### config.mk
export PLATFORM = sky130hd
export DESIGN_NAME = pcg32_random_generator_top
export DESIGN_NICKNAME = d
export VERILOG_FILES = /design/src/sv/pcg_pkg.sv /design/src/sv/pcg_rem.sv /design/src/sv/pcg_dp.sv /design/src/sv/pcg_ctrl.sv /design/src/sv/pcg32_random_generator_top.sv
export SDC_FILE = /design/constraint.sdc
export NUM_CORES = 2
export LEC_CHECK = 0
export ABC_AREA = 0
export ABC_CLOCK_PERIOD_IN_PS = 20500
export BUFFER_PORTS_ARGS = -buffer_cell sky130_fd_sc_hd__buf_2
export CORE_ASPECT_RATIO = 1.4
export CORE_MARGIN = 1.5
export CORE_UTILIZATION = 58
export CTS_BUF_LIST = sky130_fd_sc_hd__clkbuf_4 sky130_fd_sc_hd__clkbuf_8
export CTS_CLUSTER_DIAMETER = 200
export DETAILED_ROUTE_END_ITERATION = 7
export PLACE_DENSITY = 0.75
export SYNTH_ARGS = -nofsm -noshare
export SYNTH_HDL_FRONTEND = slang
export SYNTH_SLANG_ARGS = --single-unit
### constraint.sdc
create_clock -name clk_i -period 20.5 [get_ports clk_i]
set_clock_uncertainty 0.2 [all_clocks]
set_input_delay 0 -clock clk_i [delete_from_list [all_inputs] [get_ports clk_i]]
set_output_delay 0 -clock clk_i [all_outputs]
set_load 0.02 [all_outputs]
### src/sv/pcg_pkg.sv
package pcg_pkg;

  localparam int MAX_DRAWS  = 64;
  localparam int DRAW_CNT_W = $clog2(MAX_DRAWS + 1);
  localparam int DIV_BITS   = 64;
  localparam int DIV_CNT_W  = $clog2(DIV_BITS);

  localparam logic [63:0] PCG_MUL     = 64'd6364136223846793005;
  localparam logic [63:0] PCG_INC     = 64'd1442695040888963407;
  localparam logic [63:0] RESET_STATE = 64'(PCG_INC * PCG_MUL + PCG_INC);

  localparam logic [1:0] ACT_U32   = 2'd0;
  localparam logic [1:0] ACT_U64   = 2'd1;
  localparam logic [1:0] ACT_RANGE = 2'd2;
  localparam logic [1:0] ACT_NONE  = 2'd3;

  typedef struct packed {
    logic [1:0]         action;
    logic signed [63:0] range_low;
    logic signed [63:0] range_high;
  } in_t;

  typedef struct packed {
    logic [63:0] value;
    logic        gave_up;
  } out_t;

  typedef enum logic [2:0] {
    RES_ZERO,
    RES_DRAW,
    RES_HI_LO,
    RES_LO,
    RES_LO_DRAW,
    RES_LO_REM
  } res_sel_e;

  typedef struct packed {
    logic     capture;
    logic     draw_start;
    logic     mul_go;
    logic     save_hi;
    logic     cnt_clr;
    logic     div_start;
    logic     div_thr;
    logic     thr_load;
    logic     res_load;
    res_sel_e res_sel;
    logic     gave_up;
    logic     out_load;
  } ctrl_cmd_t;

  typedef struct packed {
    logic       mul_done;
    logic       div_done;
    logic       inverted;
    logic       span_zero;
    logic       draw_ok;
    logic       cnt_max;
    logic [1:0] action;
  } dp_status_t;

endpackage

### src/sv/pcg_rem.sv
module pcg_rem import pcg_pkg::*; (
  input  logic        clk_i,
  input  logic        rst_ni,
  input  logic        start_i,
  input  logic [63:0] dividend_i,
  input  logic [63:0] divisor_i,
  output logic        done_o,
  output logic [63:0] rem_o
);

  logic                 busy_q, busy_d;
  logic                 done_q, done_d;
  logic [DIV_CNT_W-1:0] cnt_q, cnt_d;
  logic [63:0]          dvd_q, dvd_d;
  logic [63:0]          rem_q, rem_d;
  logic [63:0]          dsr_q, dsr_d;
  logic [64:0]          shifted;

  assign shifted = {rem_q, dvd_q[63]};
  assign done_o  = done_q;
  assign rem_o   = rem_q;

  always_comb begin
    busy_d = busy_q;
    done_d = 1'b0;
    cnt_d  = cnt_q;
    dvd_d  = dvd_q;
    rem_d  = rem_q;
    dsr_d  = dsr_q;
    if (start_i) begin
      busy_d = 1'b1;
      cnt_d  = '0;
      dvd_d  = dividend_i;
      rem_d  = '0;
      dsr_d  = divisor_i;
    end else if (busy_q) begin
      dvd_d = {dvd_q[62:0], 1'b0};
      if (shifted >= {1'b0, dsr_q}) begin
        rem_d = 64'(shifted - {1'b0, dsr_q});
      end else begin
        rem_d = shifted[63:0];
      end
      cnt_d = cnt_q + 1'b1;
      if (cnt_q == DIV_CNT_W'(DIV_BITS - 1)) begin
        busy_d = 1'b0;
        done_d = 1'b1;
      end
    end
  end

  always_ff @(posedge clk_i or negedge rst_ni) begin
    if (!rst_ni) begin
      busy_q <= 1'b0;
      done_q <= 1'b0;
      cnt_q  <= '0;
    end else begin
      busy_q <= busy_d;
      done_q <= done_d;
      cnt_q  <= cnt_d;
    end
  end

  always_ff @(posedge clk_i) begin
    dvd_q <= dvd_d;
    rem_q <= rem_d;
    dsr_q <= dsr_d;
  end

endmodule

### src/sv/pcg_dp.sv
module pcg_dp import pcg_pkg::*; (
  input  logic        clk_i,
  input  logic        rst_ni,
  input  logic        cfg_we_i,
  input  logic [63:0] cfg_wdata_i,
  input  in_t         in_data_i,
  input  ctrl_cmd_t   cmd_i,
  output dp_status_t  status_o,
  output out_t        out_data_o
);

  logic [63:0]           state_q;
  logic [63:0]           mul_x_q;
  logic [63:0]           prod_q;
  logic [63:0]           acc_q;
  logic [1:0]            step_q;
  logic                  busy_q;
  logic [31:0]           mul_a, mul_b;
  logic [31:0]           r_q, hi_q;
  logic [1:0]            act_q;
  logic [63:0]           lo_q, hi_bound_q, span_q, thr_q, res_q;
  logic                  gave_q;
  logic [DRAW_CNT_W-1:0] cnt_q;
  out_t                  out_q;
  logic [63:0]           mixed_w;
  logic [63:0]           rot_w;
  logic [31:0]           draw_w;
  logic                  rem_done;
  logic [63:0]           rem_val;
  logic [63:0]           res_d;

  assign mixed_w = (state_q ^ (state_q >> 18)) >> 27;
  assign rot_w   = {mixed_w[31:0], mixed_w[31:0]} >> state_q[63:59];
  assign draw_w  = rot_w[31:0];

  assign mul_a = (step_q == 2'd1) ? mul_x_q[63:32] : mul_x_q[31:0];
  assign mul_b = (step_q == 2'd2) ? PCG_MUL[63:32] : PCG_MUL[31:0];

  always_ff @(posedge clk_i or negedge rst_ni) begin
    if (!rst_ni) begin
      state_q <= RESET_STATE;
      busy_q  <= 1'b0;
      step_q  <= '0;
    end else begin
      if (cmd_i.draw_start || cmd_i.mul_go) begin
        busy_q <= 1'b1;
        step_q <= '0;
      end else if (busy_q) begin
        step_q <= step_q + 1'b1;
        if (step_q == 2'd3) begin
          busy_q  <= 1'b0;
          state_q <= acc_q + {prod_q[31:0], 32'b0} + PCG_INC;
        end
      end
    end
  end

  always_ff @(posedge clk_i) begin
    prod_q <= 64'(mul_a) * 64'(mul_b);
    unique case (step_q)
      2'd1:    acc_q <= prod_q;
      2'd2:    acc_q <= acc_q + {prod_q[31:0], 32'b0};
      default: acc_q <= acc_q;
    endcase
    if (cfg_we_i) begin
      mul_x_q <= PCG_INC + cfg_wdata_i;
    end else if (cmd_i.draw_start) begin
      mul_x_q <= state_q;
    end
    if (cmd_i.draw_start) begin
      r_q <= draw_w;
    end
    if (cmd_i.save_hi) begin
      hi_q <= r_q;
    end
    if (cmd_i.capture) begin
      act_q      <= in_data_i.action;
      lo_q       <= in_data_i.range_low;
      hi_bound_q <= in_data_i.range_high;
      span_q     <= in_data_i.range_high - in_data_i.range_low + 64'd1;
    end
    if (cmd_i.thr_load) begin
      thr_q <= rem_val;
    end
    if (cmd_i.res_load) begin
      res_q  <= res_d;
      gave_q <= cmd_i.gave_up;
    end
    if (cmd_i.out_load) begin
      out_q.value   <= res_q;
      out_q.gave_up <= gave_q;
    end
  end

  always_ff @(posedge clk_i or negedge rst_ni) begin
    if (!rst_ni) begin
      cnt_q <= '0;
    end else if (cmd_i.cnt_clr) begin
      cnt_q <= '0;
    end else if (cmd_i.draw_start) begin
      cnt_q <= cnt_q + 1'b1;
    end
  end

  always_comb begin
    unique case (cmd_i.res_sel)
      RES_DRAW:    res_d = {32'b0, r_q};
      RES_HI_LO:   res_d = {hi_q, r_q};
      RES_LO:      res_d = lo_q;
      RES_LO_DRAW: res_d = lo_q + {32'b0, r_q};
      RES_LO_REM:  res_d = lo_q + rem_val;
      default:     res_d = '0;
    endcase
  end

  pcg_rem u_rem (
    .clk_i      (clk_i),
    .rst_ni     (rst_ni),
    .start_i    (cmd_i.div_start),
    .dividend_i (cmd_i.div_thr ? 64'(64'd0 - span_q) : {32'b0, r_q}),
    .divisor_i  (span_q),
    .done_o     (rem_done),
    .rem_o      (rem_val)
  );

  assign status_o.mul_done  = busy_q && (step_q == 2'd3);
  assign status_o.div_done  = rem_done;
  assign status_o.inverted  = $signed(lo_q) > $signed(hi_bound_q);
  assign status_o.span_zero = (span_q == 64'd0);
  assign status_o.draw_ok   = ({32'b0, r_q} >= thr_q);
  assign status_o.cnt_max   = (cnt_q == DRAW_CNT_W'(MAX_DRAWS));
  assign status_o.action    = act_q;

  assign out_data_o = out_q;

endmodule

### src/sv/pcg_ctrl.sv
module pcg_ctrl import pcg_pkg::*; (
  input  logic       clk_i,
  input  logic       rst_ni,
  input  logic       cfg_we_i,
  input  logic       in_valid_i,
  input  logic [1:0] in_action_i,
  output logic       in_stall_o,
  output logic       out_valid_o,
  input  logic       out_stall_i,
  input  dp_status_t status_i,
  output ctrl_cmd_t  cmd_o
);

  typedef enum logic [3:0] {
    S_IDLE,
    S_SEED_GO,
    S_SEED_W,
    S_RANGE,
    S_DRAW,
    S_DRAW_W,
    S_DIV_W,
    S_OUT
  } state_e;

  state_e state_q, state_d;
  logic   second_q, second_d;
  logic   thr_q, thr_d;
  logic   out_valid_q, out_valid_d;
  logic   accept;

  assign in_stall_o  = (state_q != S_IDLE);
  assign out_valid_o = out_valid_q;
  assign accept      = in_valid_i && (state_q == S_IDLE);

  always_comb begin
    state_d     = state_q;
    second_d    = second_q;
    thr_d       = thr_q;
    out_valid_d = out_valid_q && out_stall_i;
    cmd_o       = '0;
    cmd_o.res_sel = RES_ZERO;
    unique case (state_q)
      S_IDLE: begin
        if (accept) begin
          cmd_o.capture = 1'b1;
          second_d      = 1'b0;
          unique case (in_action_i)
            ACT_U32, ACT_U64: state_d = S_DRAW;
            ACT_RANGE:        state_d = S_RANGE;
            default: begin
              cmd_o.res_load = 1'b1;
              state_d        = S_OUT;
            end
          endcase
        end
      end
      S_SEED_GO: begin
        cmd_o.mul_go = 1'b1;
        state_d      = S_SEED_W;
      end
      S_SEED_W: begin
        if (status_i.mul_done) begin
          state_d = S_IDLE;
        end
      end
      S_RANGE: begin
        cmd_o.cnt_clr = 1'b1;
        priority if (status_i.inverted) begin
          cmd_o.res_load = 1'b1;
          cmd_o.res_sel  = RES_LO;
          state_d        = S_OUT;
        end else if (status_i.span_zero) begin
          state_d = S_DRAW;
        end else begin
          cmd_o.div_start = 1'b1;
          cmd_o.div_thr   = 1'b1;
          thr_d           = 1'b1;
          state_d         = S_DIV_W;
        end
      end
      S_DRAW: begin
        cmd_o.draw_start = 1'b1;
        state_d          = S_DRAW_W;
      end
      S_DRAW_W: begin
        if (status_i.mul_done) begin
          unique case (status_i.action)
            ACT_U32: begin
              cmd_o.res_load = 1'b1;
              cmd_o.res_sel  = RES_DRAW;
              state_d        = S_OUT;
            end
            ACT_U64: begin
              if (!second_q) begin
                cmd_o.save_hi = 1'b1;
                second_d      = 1'b1;
                state_d       = S_DRAW;
              end else begin
                cmd_o.res_load = 1'b1;
                cmd_o.res_sel  = RES_HI_LO;
                state_d        = S_OUT;
              end
            end
            default: begin
              priority if (status_i.span_zero) begin
                cmd_o.res_load = 1'b1;
                cmd_o.res_sel  = RES_LO_DRAW;
                state_d        = S_OUT;
              end else if (status_i.draw_ok) begin
                cmd_o.div_start = 1'b1;
                thr_d           = 1'b0;
                state_d         = S_DIV_W;
              end else if (status_i.cnt_max) begin
                cmd_o.res_load = 1'b1;
                cmd_o.res_sel  = RES_LO;
                cmd_o.gave_up  = 1'b1;
                state_d        = S_OUT;
              end else begin
                state_d = S_DRAW;
              end
            end
          endcase
        end
      end
      S_DIV_W: begin
        cmd_o.div_thr = thr_q;
        if (status_i.div_done) begin
          if (thr_q) begin
            cmd_o.thr_load = 1'b1;
            state_d        = S_DRAW;
          end else begin
            cmd_o.res_load = 1'b1;
            cmd_o.res_sel  = RES_LO_REM;
            state_d        = S_OUT;
          end
        end
      end
      S_OUT: begin
        if (!out_valid_q || !out_stall_i) begin
          cmd_o.out_load = 1'b1;
          out_valid_d    = 1'b1;
          state_d        = S_IDLE;
        end
      end
      default: state_d = S_IDLE;
    endcase
    if (cfg_we_i) begin
      state_d = S_SEED_GO;
    end
  end

  always_ff @(posedge clk_i or negedge rst_ni) begin
    if (!rst_ni) begin
      state_q     <= S_IDLE;
      second_q    <= 1'b0;
      thr_q       <= 1'b0;
      out_valid_q <= 1'b0;
    end else begin
      state_q     <= state_d;
      second_q    <= second_d;
      thr_q       <= thr_d;
      out_valid_q <= out_valid_d;
    end
  end

endmodule

### src/sv/pcg32_random_generator_top.sv
// PCG32 (XSH-RR) random generator.
// Input channel in_valid_i / in_stall_o carries one request transaction:
// action 0 = one 32-bit draw, 1 = 64-bit value (two draws, high word first),
// 2 = integer in [range_low, range_high], 3 = value 0 with no draw.
// Output channel out_valid_o / out_stall_i carries one result transaction
// per request: value and gave_up.
// A draw is paced by the 64x64 state multiply, run as three 32x32 partial
// products on one multiplier. A range request adds a threshold remainder,
// one draw per try (up to MAX_DRAWS draws) and a final remainder, all on
// one bit-serial remainder unit; inverted bounds take no draw, and a range
// of all 2^64 values takes one draw and no remainder.
// One request is worked at a time; a new one is taken once the previous
// result sits in the output register, even while the receiver stalls it.
// A write on cfg_we_i reseeds the state, with in_stall_o high until it is done.
// Reset loads the state seeded with zero and empties the output register.
module pcg32_random_generator_top import pcg_pkg::*; (
  input  logic              clk_i,
  input  logic              rst_ni,
  input  logic              cfg_we_i,
  input  logic [63:0]       cfg_wdata_i,
  input  logic              in_valid_i,
  output logic              in_stall_o,
  input  in_t               in_data_i,
  output logic              out_valid_o,
  input  logic              out_stall_i,
  output out_t              out_data_o
);

  ctrl_cmd_t  cmd;
  dp_status_t status;

  pcg_ctrl u_ctrl (
    .clk_i       (clk_i),
    .rst_ni      (rst_ni),
    .cfg_we_i    (cfg_we_i),
    .in_valid_i  (in_valid_i),
    .in_action_i (in_data_i.action),
    .in_stall_o  (in_stall_o),
    .out_valid_o (out_valid_o),
    .out_stall_i (out_stall_i),
    .status_i    (status),
    .cmd_o       (cmd)
  );

  pcg_dp u_dp (
    .clk_i       (clk_i),
    .rst_ni      (rst_ni),
    .cfg_we_i    (cfg_we_i),
    .cfg_wdata_i (cfg_wdata_i),
    .in_data_i   (in_data_i),
    .cmd_i       (cmd),
    .status_o    (status),
    .out_data_o  (out_data_o)
  );

endmodule
# Yosys cells after proc, flatten, opt, wreduce, memory -nomap -nowiden
# Index checks and enable logic that the tools add are counted.
# W data, S select, Z words.
# op_classes
add_sub_neg	12
n_mul	1
n_lt_le_gt_ge	3
eq_ne	33
shifts	1
n_mux	90
bitwise_logic	4
n_reduce_logical	27
# ops
operator	count
$mux W64	6
$pmux W64 S5	1
$add A64 B64 Y64	2
$pmux W64 S2	1
$sub A64 B64 Y64	2
$ge A65 B64 Y1	1
$add A61 B64 Y64 const A	1
$add A64 B1 Y64 const B	1
$add A64 B32 Y64	1
$add A64 B61 Y64 const B	1
$ge A32 B64 Y1	1
$gt A64 B64 Y1	1
$logic_not A64 Y1	1
$mul A32 B32 Y64	1
$shr A64 B5 Y32	1
$sub A1 B64 Y64 const A	1
$xor A59 B46 Y59	1
$mux W4	11
$mux W1	41
$mux W32	1
$pmux W4 S8	1
$mux W29	1
$mux W2	10
$mux W5	4
other kinds (39)	78
# word_totals
regBits	925
out_inout_bits	67

# Depth between registers and ports, before layout
# logic_depth
depth_word	9
mapped_depth	36
ltp_nobuf	33

# Hierarchy
# From an unflattened synthesis, not the netlist that was laid out.
# hier_totals
hier_cells	7742
area_unflattened_um2	78048.6
# modules_own_cells
mod	instances	cells_per_inst	area_each_um2	seq_area_each_um2
pcg_dp	1	6448	65671.7	20563.5
pcg_rem	1	1201	11766.3	5325.1
pcg_ctrl	1	93	610.6	150.1

# Worst setup path after synthesis
# OpenSTA, ideal clock, no wires.
# synth_timing
path_kind	reg2reg
startpoint	reg u_dp.step_q[1]
endpoint	reg u_dp.prod_q[59]
arrival_ns	9.221
setup_slack_ns	10.956
path_stages_with_launch	32
n_path_buf	2
cell_sequence	dfrtp_1 > inv_1 > ha_1 > clkbuf_1 > clkbuf_1 > mux2i_1 > inv_1 > fa_1 > inv_1 > fa_1 > inv_1 > fa_1 > fa_1 > fa_1 > fa_1 > fa_1 > inv_1 > fa_1 > inv_1 > ha_1 > a21o_1 > a21o_1 > a221o_1 > a211oi_1 > a211oi_1 > o211ai_1 > a21o_1 > nand2_1 > a41o_1 > a21oi_1 > o21bai_1 > xor2_1
# synth_via
elab_chain_cells	3
# synth_lines
item	line_no	source
start: declaration	pcg_dp.sv:16	logic [1:0] step_q;
start signal: assignment	pcg_dp.sv:49	step_q <= step_q + 1'b1;
$eq A2 B1 Y1 / $eq A2 B2 Y1 (equally long branches)	pcg_dp.sv:36, pcg_dp.sv:37	
$mux W32 / $mux W29 (equally long branches)	pcg_dp.sv:36, pcg_dp.sv:37	
$mul A32 B32 Y64 (*)	pcg_dp.sv:59	prod_q <= 64'(mul_a) * 64'(mul_b);
end signal: assignment	pcg_dp.sv:59	
end: declaration	pcg_dp.sv:14	logic [63:0] prod_q;
# Every way passes the cells marked *; elsewhere a longest branch is shown, timed or not.
# A chain may end at the register's enable or synchronous reset.

# Final worst setup path
# layout_timing
startpoint	reg u_dp.step_q[1]
endpoint	reg u_dp.prod_q[35]
# The elaborated chain is that of the path after synthesis.

==> reports/qor.txt <==
CP delay by family, top - adder cells
first-pass GRT wire length - 421900 um
# rows - 158
hold wc startpoint - in_data_i[129]
fmax - 90.32 MHz
Die Y - 435.2 um
Yosys reg bits - 924
Adder-Cell Fraction of Synth Area - 0.2796
r2r endpoint - u_dp.prod_q[35]$_DFF_P_
Synth Instances - 7465
critical path's largest stage delay - 0.97 ns
Bufs and invs on worst path - 8
GP Congestion - 1.077
max-capacitance violation count - 0
Crit Path Max Fanout - 53
Worst Setup SP - u_dp.step_q[1]$_DFFE_PN0P_
Post-Synth XOR/XNOR Area - 0.04957
yosys warns - 0
CTS max path bufs - 3
FF-to-FF setup slack - 9.43 ns
postcts setup bufs - 0
number of flip-flops under the largest register name - 65
drt pass-1 iters - 6
clock latency on the worst-skew pair - 0.96 ns
via count - 63039
area share of the largest cell type after synthesis - 0.2747
Setup TNS - 0 ns
kind of critical path - flop to flop
Slew HR - 0.1594
worst path arrival time - 11.65 ns
Critical Path RT - 21.08 ns
Synth Cell Area - 0.07740 mm2
# fillers - 10280
worst-case reg-to-reg path depth - 32
CP Capture Type - flop
Compound-Gate Fraction of Synth Area - 0.1323
main flop type after synthesis - edfxtp_1
CTS Buf Count - 148
stages on the worst setup path - 32
fin crit period - 11.07 ns
TritonCTS clock tree - yes
main combinational cell family by area after synthesis - adder cells
mux cell area share after synthesis - 0.03534
Detailed Route Iter0 Violations - 6395
Hold Vio Cnt, Final - 0
largest net degree at the start of global routing - 94
slowest CP cell - o21ai_0
DR vias/cell - 6.240
Area contributors post-synth - edfxtp_1 (27%), fa_1 (14%), ha_1 (14%), inv_1 (4.9%), dfxtp_1 (3.3%)
Die W - 311.7 um
detailed-placement wirelength estimate - 223700 um
Nets - 9786
hold path cells - 8
Simple-Gate Fraction of Synth Area - 0.1045
worst slew pin tran - 1.229 ns
Post-synth EDFFs - 708
starting density of the core - 0.5843
RSZ-0062 raised after global routing - false
FFs w/ async S/R, synth - 0.09524
Unique masters post-synth - 113
DRT antenna net count - 0
top cell type by total area after synthesis - edfxtp_1
CP startpoint kind - flop
port bufs - 265
grt ovf - 0
number of global-route vias before repair - 64667
outcome - finished clean
H-tree depth - 4
final wirelength - 289700 um
post-synthesis sequential area ratio - 0.3367
r2r startpoint - u_dp.step_q[1]$_DFFE_PN0P_
Tcrit/Tclk final - 0.5401
io pins - 266
Core Region - 0.1325 mm2
Total GRT Usage - 0.4283
DRC - 0
Area Overhead vs Synth - 14.12%
most common cell in the netlist - inv_1
Avg WL per Cell - 28.67 um
layout cells sized above 1 - 0.1033
clk root buf - clkbuf_8
Clock transition at path regs - 0.07 ns
Clock Sinks - 924
initial antenna violation count - 46
Max Slew Vio Count - 0
top cells by count, synth - inv_1 (1009), ha_1 (845), edfxtp_1 (708)
full die area - 0.1357 mm2
hold endpoint - u_ctrl.state_q[1]$_DFFE_PN0P_
setup violators final - 0
Hold Path Class - primary input to flop
Mean Syn Cell Area - 10.37 um2
per-layer routing:
metal	GRT usage	vias to the layer above	wire length, um
li1	-	27525	-
met1	0.4370	30483	93500
met2	0.6996	3593	134500
met3	0.1083	1406	24020
met4	0.4329	32	37360
met5	0.009943	-	228
layout make-up:
class                   instances  area, um2  area share
well taps                    1760       2202     0.02493
clock inverters                71      513.0    0.005808
flip-flops and latches        924      26060      0.2951
multi-input cells            5319      46790      0.5298
inverters                    1014       3811     0.04315
repair buffers                782       6389     0.07233
clock buffers                 198       2469     0.02795
diodes                         34      85.08   0.0009633
per-stage QoR:
stage | setup slack (ns) | instances | utilization | cell area [um2] | hold WS [ns]
5_1_grt | 9.361 | 10077 | 0.6664 | 88260 | 0.04472
4_1_cts | 9.743 | 10067 | 0.6661 | 88230 | 0.008105
3_3_place_gp | 9.899 | 9335 | 0.6085 | 80600 | -0.1722
6_report | 9.428 | 10102 | 0.6668 | 88320 | 0.03875
2_1_floorplan | 10.96 | 7494 | - | 77510 | -0.4956
3_5_place_dp | 9.733 | 9335 | 0.6085 | 80600 | -0.1688
worst min-delay path, delay by kind of cell:
kind / cells / cell delay [ns]
buffers and inverters: 2 / 0.66
AND/OR/NAND/NOR: 3 / 0.21
AO/OA/AOI/OAI: 3 / 0.26
cells in the final DEF (no fill, tap or decap), types with 57 or more instances in the layout:
master | Yosys | final
a21oi_1 | 435 | 434
nand2b_1 | 57 | 57
nor3_1 | 78 | 78
dfrtp_1 | 61 | 60
and2_1 | 76 | 76
xnor2_1 | 264 | 264
a31oi_1 | 79 | 79
inv_1 | 1009 | 1009
dlygate4sd3_1 | 0 | 462
fa_1 | 553 | 553
dfxtp_1 | 128 | 128
o21ai_0 | 324 | 324
edfxtp_1 | 708 | 708
mux2i_1 | 100 | 100
nor2b_1 | 116 | 115
nand3_1 | 99 | 98
nand4_1 | 81 | 81
buf_2 | 28 | 263
mux2_2 | 120 | 120
a21o_1 | 226 | 226
ha_1 | 845 | 843
clkbuf_8 | 0 | 157
a211oi_1 | 75 | 75
nand2_1 | 474 | 472
xor2_1 | 174 | 174
nor2_1 | 420 | 415
worst max-delay path by stage:
stage / end / slack [ns]
3_3_place_gp: u_dp.prod_q[35]$_DFF_P_ / 9.90
6_report: u_dp.prod_q[35]$_DFF_P_ / 9.43
4_1_cts: u_dp.prod_q[35]$_DFF_P_ / 9.74
3_5_place_dp: u_dp.prod_q[35]$_DFF_P_ / 9.73
5_1_grt: u_dp.prod_q[35]$_DFF_P_ / 9.36
2_1_floorplan: u_dp.prod_q[59]$_DFF_P_ / 10.96
cells by family after synthesis:
family,Yosys count
AO/OA/AOI/OAI,1576
XOR/XNOR,438
adder cells (fa/ha/maj),1398
buffers and inverters,1251
flip-flops,924
multiplexers,237
other,2
AND/OR/NAND/NOR,1639
repair_timing:
action | 4_1_cts | 5_1_grt
setup endpoints to repair | 0 | 0
hold endpoints to repair | 469 | 0
resized for setup | 0 | 0
hold buffers | 463 | 0
Power is left out: the tool's default activity adds up to more than one toggle a clock period on the data nets, which glitch-free logic cannot reach.
